File: config.mk
export PLATFORM = sky130hd
export DESIGN_NAME = sorted_list_table
export DESIGN_NICKNAME = d
export VERILOG_FILES = /design/src/design/slt_pkg.sv /design/src/design/slt_ram.sv /design/src/design/sorted_list_table.sv
export SDC_FILE = /design/constraint.sdc
export NUM_CORES = 2
export LEC_CHECK = 0
export BUFFER_PORTS_ARGS = -buffer_cell sky130_fd_sc_hd__buf_2
export CORE_MARGIN = 10
export CORE_UTILIZATION = 60
export DETAILED_ROUTE_END_ITERATION = 8
export PLACE_DENSITY = 0.73
export SLEW_MARGIN = 0
export SYNTH_ARGS = -nofsm -noshare
export SYNTH_HDL_FRONTEND = slang
export SYNTH_SLANG_ARGS = --single-unit
File: constraint.sdc
create_clock -name clk -period 11.35 [get_ports clk]
set_input_delay 1.135 -clock clk [delete_from_list [all_inputs] [get_ports clk]]
set_output_delay 1.135 -clock clk [all_outputs]
set_load 0.02 [all_outputs]
File: src/design/slt_pkg.sv
// Shared types and constants for the sorted list table.
package slt_pkg;

	localparam int CAPACITY_DEF = 64;
	localparam int VALUE_W      = 31;
	localparam int ECOUNT_W     = 7;

	typedef enum logic [1:0] {
		FN_INSERT = 2'd0,
		FN_DELETE = 2'd1,
		FN_SEARCH = 2'd2,
		FN_CLEAR  = 2'd3
	} func_t;

	typedef enum logic [2:0] {
		ST_INSERTED = 3'd0,
		ST_FULL     = 3'd1,
		ST_DELETED  = 3'd2,
		ST_EMPTY    = 3'd3,
		ST_NOTFOUND = 3'd4,
		ST_FOUND    = 3'd5,
		ST_ABSENT   = 3'd6,
		ST_CLEARED  = 3'd7
	} status_t;

	typedef struct packed {
		func_t              func;
		logic [VALUE_W-1:0] value;
	} cmd_t;

	typedef struct packed {
		status_t             status;
		logic [ECOUNT_W-1:0] entry_count;
	} rsp_t;

endpackage

File: src/design/slt_ram.sv
// Generic simple dual-port RAM, one write and one registered read per cycle.
module slt_ram #(
	parameter int WIDTH = 32,
	parameter int DEPTH = 64
) (
	input  logic                     clk,
	input  logic                     we,
	input  logic [$clog2(DEPTH)-1:0] waddr,
	input  logic [WIDTH-1:0]         wdata,
	input  logic                     re,
	input  logic [$clog2(DEPTH)-1:0] raddr,
	output logic [WIDTH-1:0]         rdata
);

	logic [WIDTH-1:0] mem [DEPTH];

	always_ff @(posedge clk) begin
		if (we) begin
			mem[waddr] <= wdata;
		end
		if (re) begin
			rdata <= mem[raddr];
		end
	end

endmodule

File: src/design/sorted_list_table.sv
// Sorted list table: bounded ascending multiset held in one RAM, with insert/delete/search/clear.
//
// A command word is taken when start is high and busy is low; exactly one result word follows,
// shown on rsp for one cycle while done is high. The receiver cannot stall, so the result must
// be taken in that cycle. Insert, and delete or search on a non-empty table, make one forward pass
// over the stored entries in the entry RAM, one entry per cycle, set by the single registered RAM read port.
// Clear, insert into a full table, and delete or search on an empty table answer without a pass,
// straight from the idle state. busy drops in the done cycle, so the next command can be taken
// while the result is shown. No clearing pass after reset is needed: only entries below the count
// are ever read.
module sorted_list_table #(
	parameter int CAPACITY = slt_pkg::CAPACITY_DEF
) (
	input  logic          clk,
	input  logic          arst_n,
	input  logic          start,
	output logic          busy,
	input  slt_pkg::cmd_t cmd,
	output logic          done,
	output slt_pkg::rsp_t rsp
);

	import slt_pkg::*;

	localparam int AW = $clog2(CAPACITY);
	localparam int CW = $clog2(CAPACITY + 1);
	localparam logic [CW-1:0] CAP_C = CW'(CAPACITY);

	typedef enum logic [1:0] {
		S_IDLE = 2'b01,
		S_RUN  = 2'b10
	} state_t;

	state_t             state_q;
	logic [CW-1:0]      count_q;      // valid entries
	func_t              op_q;
	logic [VALUE_W-1:0] val_q;
	logic [CW-1:0]      rd_q;         // next position to issue
	logic [CW-1:0]      last_q;       // final position of the pass
	logic               vld_s1;       // position p_s1 has its data on rdata
	logic [CW-1:0]      p_s1;
	logic               found_q;      // insert: slot taken; delete/search: match seen
	logic [VALUE_W-1:0] carry_q;      // insert: entry being shifted up
	logic               done_q;
	rsp_t               rsp_q;

	// RAM ports
	logic               we;
	logic [AW-1:0]      waddr;
	logic [VALUE_W-1:0] wdata;
	logic               re;
	logic [VALUE_W-1:0] rdata;

	logic               issue;
	logic               accept;
	logic               virt;         // insert's slot past the end, treated as +inf
	logic               ge;
	logic               match;
	logic               found_n;
	logic               last_hit;

	assign accept = start && (state_q == S_IDLE);
	assign issue  = (state_q == S_RUN) && (rd_q <= last_q);
	assign re     = issue && (rd_q < count_q);

	assign virt   = (p_s1 == count_q);
	assign ge     = virt || (rdata >= val_q);
	assign match  = !virt && (rdata == val_q);
	assign last_hit = vld_s1 && (p_s1 == last_q);

	// Write side of the pass. Writes always trail the read pointer, so no
	// read ever meets an address written in the same cycle.
	always_comb begin
		we      = 1'b0;
		waddr   = p_s1[AW-1:0];
		wdata   = carry_q;
		found_n = found_q;
		if (vld_s1) begin
			case (op_q)
				FN_INSERT: begin
					if (!found_q) begin
						if (ge) begin
							we      = 1'b1;
							wdata   = val_q;
							found_n = 1'b1;
						end
					end else begin
						we = 1'b1;
					end
				end
				FN_DELETE: begin
					if (found_q) begin
						// close the gap: move entry down by one
						we    = 1'b1;
						waddr = AW'(p_s1 - CW'(1));
						wdata = rdata;
					end else if (match) begin
						found_n = 1'b1;
					end
				end
				FN_SEARCH: begin
					if (match) begin
						found_n = 1'b1;
					end
				end
				default: begin
				end
			endcase
		end
	end

	slt_ram #(
		.WIDTH(VALUE_W),
		.DEPTH(CAPACITY)
	) u_ram (
		.clk  (clk),
		.we   (we),
		.waddr(waddr),
		.wdata(wdata),
		.re   (re),
		.raddr(rd_q[AW-1:0]),
		.rdata(rdata)
	);

	always_ff @(posedge clk or negedge arst_n) begin
		if (!arst_n) begin
			state_q <= S_IDLE;
			count_q <= '0;
			done_q  <= 1'b0;
			vld_s1  <= 1'b0;
			found_q <= 1'b0;
			rd_q    <= '0;
		end else begin
			done_q <= 1'b0;
			vld_s1 <= issue;
			p_s1   <= rd_q;
			if (issue) begin
				rd_q <= rd_q + CW'(1);
			end
			case (state_q)
				S_IDLE: begin
					if (accept) begin
						op_q    <= cmd.func;
						val_q   <= cmd.value;
						rd_q    <= '0;
						found_q <= 1'b0;
						case (cmd.func)
							FN_CLEAR: begin
								count_q           <= '0;
								done_q            <= 1'b1;
								rsp_q.status      <= ST_CLEARED;
								rsp_q.entry_count <= '0;
							end
							FN_INSERT: begin
								if (count_q >= CAP_C) begin
									done_q            <= 1'b1;
									rsp_q.status      <= ST_FULL;
									rsp_q.entry_count <= ECOUNT_W'(count_q);
								end else begin
									last_q  <= count_q;
									state_q <= S_RUN;
								end
							end
							FN_DELETE: begin
								if (count_q == '0) begin
									done_q            <= 1'b1;
									rsp_q.status      <= ST_EMPTY;
									rsp_q.entry_count <= '0;
								end else begin
									last_q  <= count_q - CW'(1);
									state_q <= S_RUN;
								end
							end
							FN_SEARCH: begin
								if (count_q == '0) begin
									done_q            <= 1'b1;
									rsp_q.status      <= ST_ABSENT;
									rsp_q.entry_count <= '0;
								end else begin
									last_q  <= count_q - CW'(1);
									state_q <= S_RUN;
								end
							end
							default: begin
							end
						endcase
					end
				end
				S_RUN: begin
					if (vld_s1) begin
						found_q <= found_n;
						if (op_q == FN_INSERT) begin
							carry_q <= rdata;
						end
					end
					if (last_hit) begin
						state_q <= S_IDLE;
						done_q  <= 1'b1;
						case (op_q)
							FN_INSERT: begin
								count_q           <= count_q + CW'(1);
								rsp_q.status      <= ST_INSERTED;
								rsp_q.entry_count <= ECOUNT_W'(count_q + CW'(1));
							end
							FN_DELETE: begin
								if (found_n) begin
									count_q           <= count_q - CW'(1);
									rsp_q.status      <= ST_DELETED;
									rsp_q.entry_count <= ECOUNT_W'(count_q - CW'(1));
								end else begin
									rsp_q.status      <= ST_NOTFOUND;
									rsp_q.entry_count <= ECOUNT_W'(count_q);
								end
							end
							default: begin
								rsp_q.status      <= found_n ? ST_FOUND : ST_ABSENT;
								rsp_q.entry_count <= ECOUNT_W'(count_q);
							end
						endcase
					end
				end
				default: begin
					state_q <= S_IDLE;
				end
			endcase
		end
	end

	assign busy = (state_q != S_IDLE);
	assign done = done_q;
	assign rsp  = rsp_q;

	// a result only appears once the block is free again
	a_done_idle: assert property (@(posedge clk) disable iff (!arst_n)
		done |-> !busy)
		else $error("done raised while busy");

	a_count_cap: assert property (@(posedge clk) disable iff (!arst_n)
		count_q <= CAP_C)
		else $error("entry count above capacity");

	a_write_run: assert property (@(posedge clk) disable iff (!arst_n)
		we |-> (state_q == S_RUN))
		else $error("RAM write outside a pass");

	a_pass_bound: assert property (@(posedge clk) disable iff (!arst_n)
		(vld_s1 && (state_q == S_RUN)) |-> (p_s1 <= last_q))
		else $error("pass ran past its last position");

endmodule
# ---- Word level (Yosys, flattened, before mapping)
# Memories as Yosys holds them, arrays and structs flattened. A register that Yosys moved wholly into a read port is not among the register bits.
# Cells that the tools add are included.
dict set report totals {
  latchBits 0
  in_bits 36
  register_bits 107
  elab_cells 124
  ramBits 1984
  n_memories 1
  mem_bits_ro 0
}
dict set report op_classes {
  n_bitwise 0
  magnitude_cmp 4
  n_mux 57
  reduce_logical 20
  shift 0
  div 0
  add_sub_neg 4
  n_eq_ne 25
  n_mul 0
}
# memory words word_bits rd rd_clocked_by_memory_dff wr line
set mem_list {}
lappend mem_list {u_ram.mem 64 31 1 1 1 slt_ram.sv:15} ;# logic [WIDTH-1:0] mem [DEPTH];
# op count
set ops {}
lappend ops {{two-way mux 31 bit} 4}
lappend ops {{two-way mux 7 bit} 9}
lappend ops {{case mux 31 bit (2 select lines)} 1}
lappend ops {{two-way mux 10 bit} 6}
lappend ops {{case mux 7 bit (2 select lines)} 3}
lappend ops {{case mux 10 bit (2 select lines)} 2}
lappend ops {{case mux 10 bit (4 select lines)} 1}
lappend ops {{== test 31 bit} 1}
lappend ops {{greater-or-equal comparator 31 bit} 1}
lappend ops {{two-way mux 6 bit} 3}
lappend ops {{!= test 3 bit (second input constant)} 6}
lappend ops {{two-way mux 1 bit} 16}
lappend ops {{adder 7 x 1 -> 7 bit (second input constant)} 2}
lappend ops {{== test 7 bit} 2}
lappend ops {{AND reduction 6 bit} 2}
lappend ops {{two-way mux 2 bit} 5}
lappend ops {{!= test 2 bit (second input constant)} 5}
lappend ops {{== test 2 bit (second input constant)} 4}
lappend ops {{case mux 2 bit (2 select lines)} 2}
lappend ops {{greater-or-equal comparator 7 bit (second input constant)} 1}
lappend ops {{less-or-equal comparator 7 bit} 1}
lappend ops {{logical NOT 7 bit} 1}
lappend ops {{< comparator 7 bit} 1}
lappend ops {{AND reduction 7 bit} 1}
lappend ops {{other kinds (17)} 30}

# ---- Logic depth before layout (Yosys ltp)
dict set report depth {
  depth_word 11
  mapped_depth 12
  mapped_depth_nobuf 9
}

# ---- Cells and area by module
# From an unflattened synthesis, not the netlist that was laid out.
dict set report hier_totals {
  cells_unflattened 4035
  area_unflattened_um2 83137.2
}
# module instances cells_per_inst seq_area_each_um2 area_each_um2
set modules_own_cells {}
lappend modules_own_cells {slt_ram 1 3418 60508.0 76619.7}
lappend modules_own_cells {sorted_list_table 1 617 3119.2 6517.5}

# ---- Least setup slack after synthesis
# OpenSTA, ideal clock, no wires.
dict set report synth_path {
  path_kind {reg-to-reg}
  start {register rd_q[0]}
  end {register u_ram.rdata[0] (read register of u_ram.mem) (enable)}
  n_path_buf 3
  path_slack_ns 3.738
  arrival_ns 7.024
  period_less_slack_ns 7.612
  setup_ns 0.588
  stages_incl_launch_ff 11
  required_ns 10.762
  path_cell_list {dfrtp_1 > clkbuf_1 > clkbuf_1 > buf_1 > inv_1 > ha_1 > and4_1 > nand4_1 > nand2_1 > nand2_1 > a2111oi_0}
}
dict set report synth_between {
  elab_chain_cells 3
}
# item line
set synth_rtl {}
lappend synth_rtl {{from (decl)} sorted_list_table.sv:38} ;# logic [CW-1:0] rd_q;
lappend synth_rtl {{from (signal assigned)} sorted_list_table.sv:138} ;# rd_q <= rd_q + CW'(1);
lappend synth_rtl {{less-or-equal comparator 7 bit} sorted_list_table.sv:63} ;# assign issue = (state_q == S_RUN) && (rd_q <= last_q);
lappend synth_rtl {{logical AND 1 bit} sorted_list_table.sv:63}
lappend synth_rtl {{logical AND 1 bit *} sorted_list_table.sv:64} ;# assign re = issue && (rd_q < count_q);
lappend synth_rtl {{net re} sorted_list_table.sv:51} ;# logic re;
lappend synth_rtl {{to (decl)} slt_ram.sv:12} ;# output logic [WIDTH-1:0] rdata
# The timed path passes the listed nets; every way through them passes the cells marked *.
# A chain may end at the register's enable or synchronous reset.

# ---- Worst setup path after layout
dict set report layout_path {
  start {register rd_q[1]}
  end {register u_ram.rdata[14] (read register of u_ram.mem) (data pin)}
}
dict set report layout_between {
  elab_chain_cells 3
}
# item line
set layout_rtl {}
lappend layout_rtl {{less-or-equal comparator 7 bit} sorted_list_table.sv:63}
lappend layout_rtl {{logical AND 1 bit} sorted_list_table.sv:63}
lappend layout_rtl {{logical AND 1 bit} sorted_list_table.sv:64}
# Several ways; a longest one is shown, not always the timed one.

==> impl_metrics.toml <==
[sta]
achievable-frequency_mhz = 204.1
fin_worst_skew_ps = 46.35
final_hold_violating_endpoints = 0
grt_setup_unrepaired = "false"
slew-limit-headroom_pct = 10.73
slew_viol_final = 0
timing.final.setup_violations = 0
layout_min_cycle_time_ps = 4900
timing.final.crit_share_pct = 43.17
finalHoldWorstSlack_ps = 333.1
worst_slew_pin_slew_ps = 1339
totalNegativeSetupSlack_ps = 0

[floorplanning]
fp.dieArea_um2 = 154100
std_cell_rows = 136
boundaryPins = 48
design.core.area_um2 = 137700
die_w_um = 392.5
floorplan.die.height_um = 392.5
initial_core_util_pct = 60.49

[detailed_routing]
ant_nets = 0
route.detailed.vias_per_inst = 6.924
routed-via-count = 40150
firstDrtPassIters = 5
drt_iter0_markers = 5679
post_drt_wl_per_cell_um = 35.05
routed_wirelength_mm = 203.2
drcViolationCount = 0

[synthesis]
synth_cell_types = 70
synth.avg_cell_area_um2 = 22.76
edff_count_synth = 2103
ys_ff_latch = 2122
asyncSetResetFlopFracSynth_pct = 0.8954
synth_nets = 3753
synth.yosys.seq_area_share_pct = 76.41
synth_cells = 3659
synthesized_cell_area_um2 = 83270
yosys_most_used_dff = "edfxtp_1"
synth.yosys.warnings = 0

[layout]
drive_above_1_share_pct = 30.32
finish.net_count = 3934
area_growth_syn_to_layout_pct = 11.52
final_core_util_pct = 67.46
num-fill-cells = 8196
finalNonFillerCells = 5799

[power]
totalPowerFinal_uw = 19000
max-vdd-ir-drop_uv = 380.7
leakagePower_uw = 0.02844
pwr_density_cell_nw_per_um2 = 204.6

[clock_network]
cts_htree_levels = 4
post_cts.resized_instances = 0
cts_tree = "done"
post_cts_buffers = 0
clock_root_buffer = "clkbuf_16"
clock-sinks = 2122
worst_skew_pair.late_latency_ps = 840
cts-root-to-sink-buffers = 3
cts_hold_buf = 0
cts_buffers = 199
worst_setup_hold_path_clk_slew_ps = 60

[critical_path]
critical_path.endpoint_type = "flop"
ff2ff_path_depth = 6
setup_crit_start_kind = "flop"
crit_path_top_delay_cell = "buf_4"
critical_path_class = "flop to flop"
crit-reg2reg-capture = "u_ram.rdata[14]$_DFFE_PP_"
cp.arrival_ps = 5450
cp_slowest_stage_delay_ps = 960
timing.critical_path.to = "u_ram.rdata[14]$_DFFE_PP_"
worstPathRequired_ps = 11900
startpoint = "rd_q[1]$_DFF_PN0_"
regToRegStartpoint = "rd_q[1]$_DFF_PN0_"
critical_path.cell_chain = "buf_12 -> buf_4 -> mux4_2 -> mux4_2 -> mux2i_1 -> o21ai_1"
crit_path_frequent_cell = "mux4_2"
reg2reg_slack_ps = 6450
critical_path.max_fanout = 123

[grt]
grt_overflow_total = 0
grt_pass1_wl_mm = 292.7
number_of_antenna_violations_at_the_first_check_in_global_routing = 18
grt_pass1_vias = 40040
grt.total_usage_pct = 26.82
pin_count_of_the_biggest_net_entering_global_routing = 124

[place]
dp.final_hpwl_mm = 105.7
dpl.cell_count = 5433
gp_routability_congestion = 0.8744
numPortBuffers = 47

[outcome]
run_status = "finished clean"

[min_path]
min_delay_path_class = "input port to asynchronous set/reset pin"

[job]
drv_cap = 0
-- state kept, by name, summed over array words and instances (netlist names) --
| name | cells |
|---|---|
| vld_s1 | 1 |
| count_q | 7 |
| op_q | 2 |
| u_ram.rdata | 31 |
| state_q | 2 |
| val_q | 31 |
| found_q | 1 |
| rd_q | 7 |
| carry_q | 31 |
| u_ram.mem | 1984 |
| p_s1 | 7 |
| done | 1 |
| last_q | 7 |
| rsp | 10 |
-- layout by cell type, fill, tap and decap left out, drive strengths merged, types with 6 or more instances in the layout --
| cell type | count |
|---|---|
| a211oi | 7 |
| a21o | 38 |
| a21oi | 30 |
| a22o | 32 |
| and3 | 6 |
| buf | 176 |
| bufinv | 22 |
| clkbuf | 238 |
| clkinv | 93 |
| dfrtp | 18 |
| edfxtp | 2103 |
| ha | 58 |
| inv | 74 |
| mux2 | 32 |
| mux2i | 34 |
| mux4 | 620 |
| nand2 | 80 |
| nand2b | 8 |
| nand3 | 20 |
| nand4 | 13 |
| nor2 | 87 |
| nor2b | 8 |
| nor3 | 17 |
| o211ai | 11 |
| o21ai | 59 |
| o31ai | 6 |
| xnor2 | 21 |
| xor2 | 11 |
-- how the worst min path moves through the flow --
stage / startpoint / to / slack (ps) / depth (start not counted)
after detailed placement: u_ram.rdata[3]$_DFFE_PP_ / carry_q[3]$_DFFE_PP_ / 470 / 0
after floorplan: u_ram.rdata[0]$_DFFE_PP_ / carry_q[0]$_DFFE_PP_ / 450 / 0
after global routing: arst_n / count_q[4]$_DFFE_PN0P_ / 340 / 2
after global placement: u_ram.rdata[3]$_DFFE_PP_ / carry_q[3]$_DFFE_PP_ / 460 / 0
after CTS: arst_n / count_q[4]$_DFFE_PN0P_ / 280 / 2
final: arst_n / found_q$_DFFE_PN0P_ / 330 / 2
-- kinds of logic (layout without fill, tap and decap cells) --
logic type | Yosys count | after routing | synth area share [%]
and+or+nand+nor | 269 | 269 | 1.527
xor gates and xnor gates | 32 | 32 | 0.3366
buffers and inverters | 263 | 608 | 1.297
muxes | 686 | 686 | 17.61
DFF | 2122 | 2122 | 76.41
AOI/OAI and AO/OA | 229 | 229 | 1.949
other | 0 | 1 | 0
adders and majority gates | 58 | 58 | 0.8715
-- report_power, final --
group          internal (µW)  switching (µW)  leakage, µW
clock network           3720            2820      0.00310
logic                   1690            1870      0.00618
registers               8740             165       0.0192
total                  14200            4850       0.0284
-- worst max-delay path: cells and delay by family, from the launching register on --
| kind | cells | cell delay, ps |
|---|---|---|
| AOI/OAI and AO/OA | 1 | 90 |
| buffers and inverters | 2 | 1580 |
| DFF | 1 | 920 |
| muxes | 3 | 1840 |
-- area by class of cell --
cell class | count | area (µm²) | area share [%]
inverters | 67 | 251.5 | 0.2708
clock inverters | 127 | 1259 | 1.355
repair buffers | 176 | 1254 | 1.350
multi-input cells | 1274 | 19080 | 20.55
flip-flops and latches | 2122 | 63650 | 68.54
diodes | 1 | 2.502 | 0.002695
clock buffers | 238 | 5126 | 5.520
well taps | 1794 | 2245 | 2.417
-- stage by stage --
step	worst slack [ps]	area (µm²)
3_3_place_gp	6391	86480
5_1_grt	6256	92860
6_report	6450	92870
4_1_cts	6415	92860
2_1_floorplan	3738	83270
3_5_place_dp	6470	86480
-- metal layers --
layer,vias up,track usage [%],share of wire [%]
li1,15900,-,-
met1,21240,39.32,38
met2,2660,40.08,46
met3,347,6.433,12
met4,6,9.496,3.5
met5,-,0,0.032
-- cell usage after synthesis, drive strengths merged, types with 3 or more instances --
cell type / n / area (µm²)
xnor2: 21 / 183.9
a22o: 32 / 280.3
nand3b: 4 / 30.03
and4: 4 / 35.03
o21ai: 59 / 299.0
edfxtp: 2103 / 63150
mux2: 32 / 360.4
buf: 97 / 456.7
a31oi: 5 / 31.28
clkbuf: 99 / 371.6
ha: 58 / 725.7
and3: 6 / 37.54
nand2b: 8 / 50.05
nand4: 13 / 81.33
a21oi: 30 / 150.1
nor3b: 4 / 30.03
nor4: 4 / 31.28
a2111oi: 3 / 63.81
inv: 66 / 247.7
nor2: 87 / 326.6
nor4b: 5 / 43.79
xor2: 11 / 96.34
a21o: 38 / 285.3
dfrtp: 18 / 450.4
o211ai: 11 / 82.58
a211oi: 7 / 57.55
nor3: 17 / 85.08
o31ai: 6 / 50.05
mux4: 620 / 13960
nor2b: 8 / 50.05
a22oi: 3 / 22.52
o22ai: 5 / 31.28
nand3: 20 / 100.1
nand2: 80 / 300.3
mux2i: 34 / 340.3
o32ai: 4 / 35.03
Note: power is estimated with default switching activity, not from simulation.
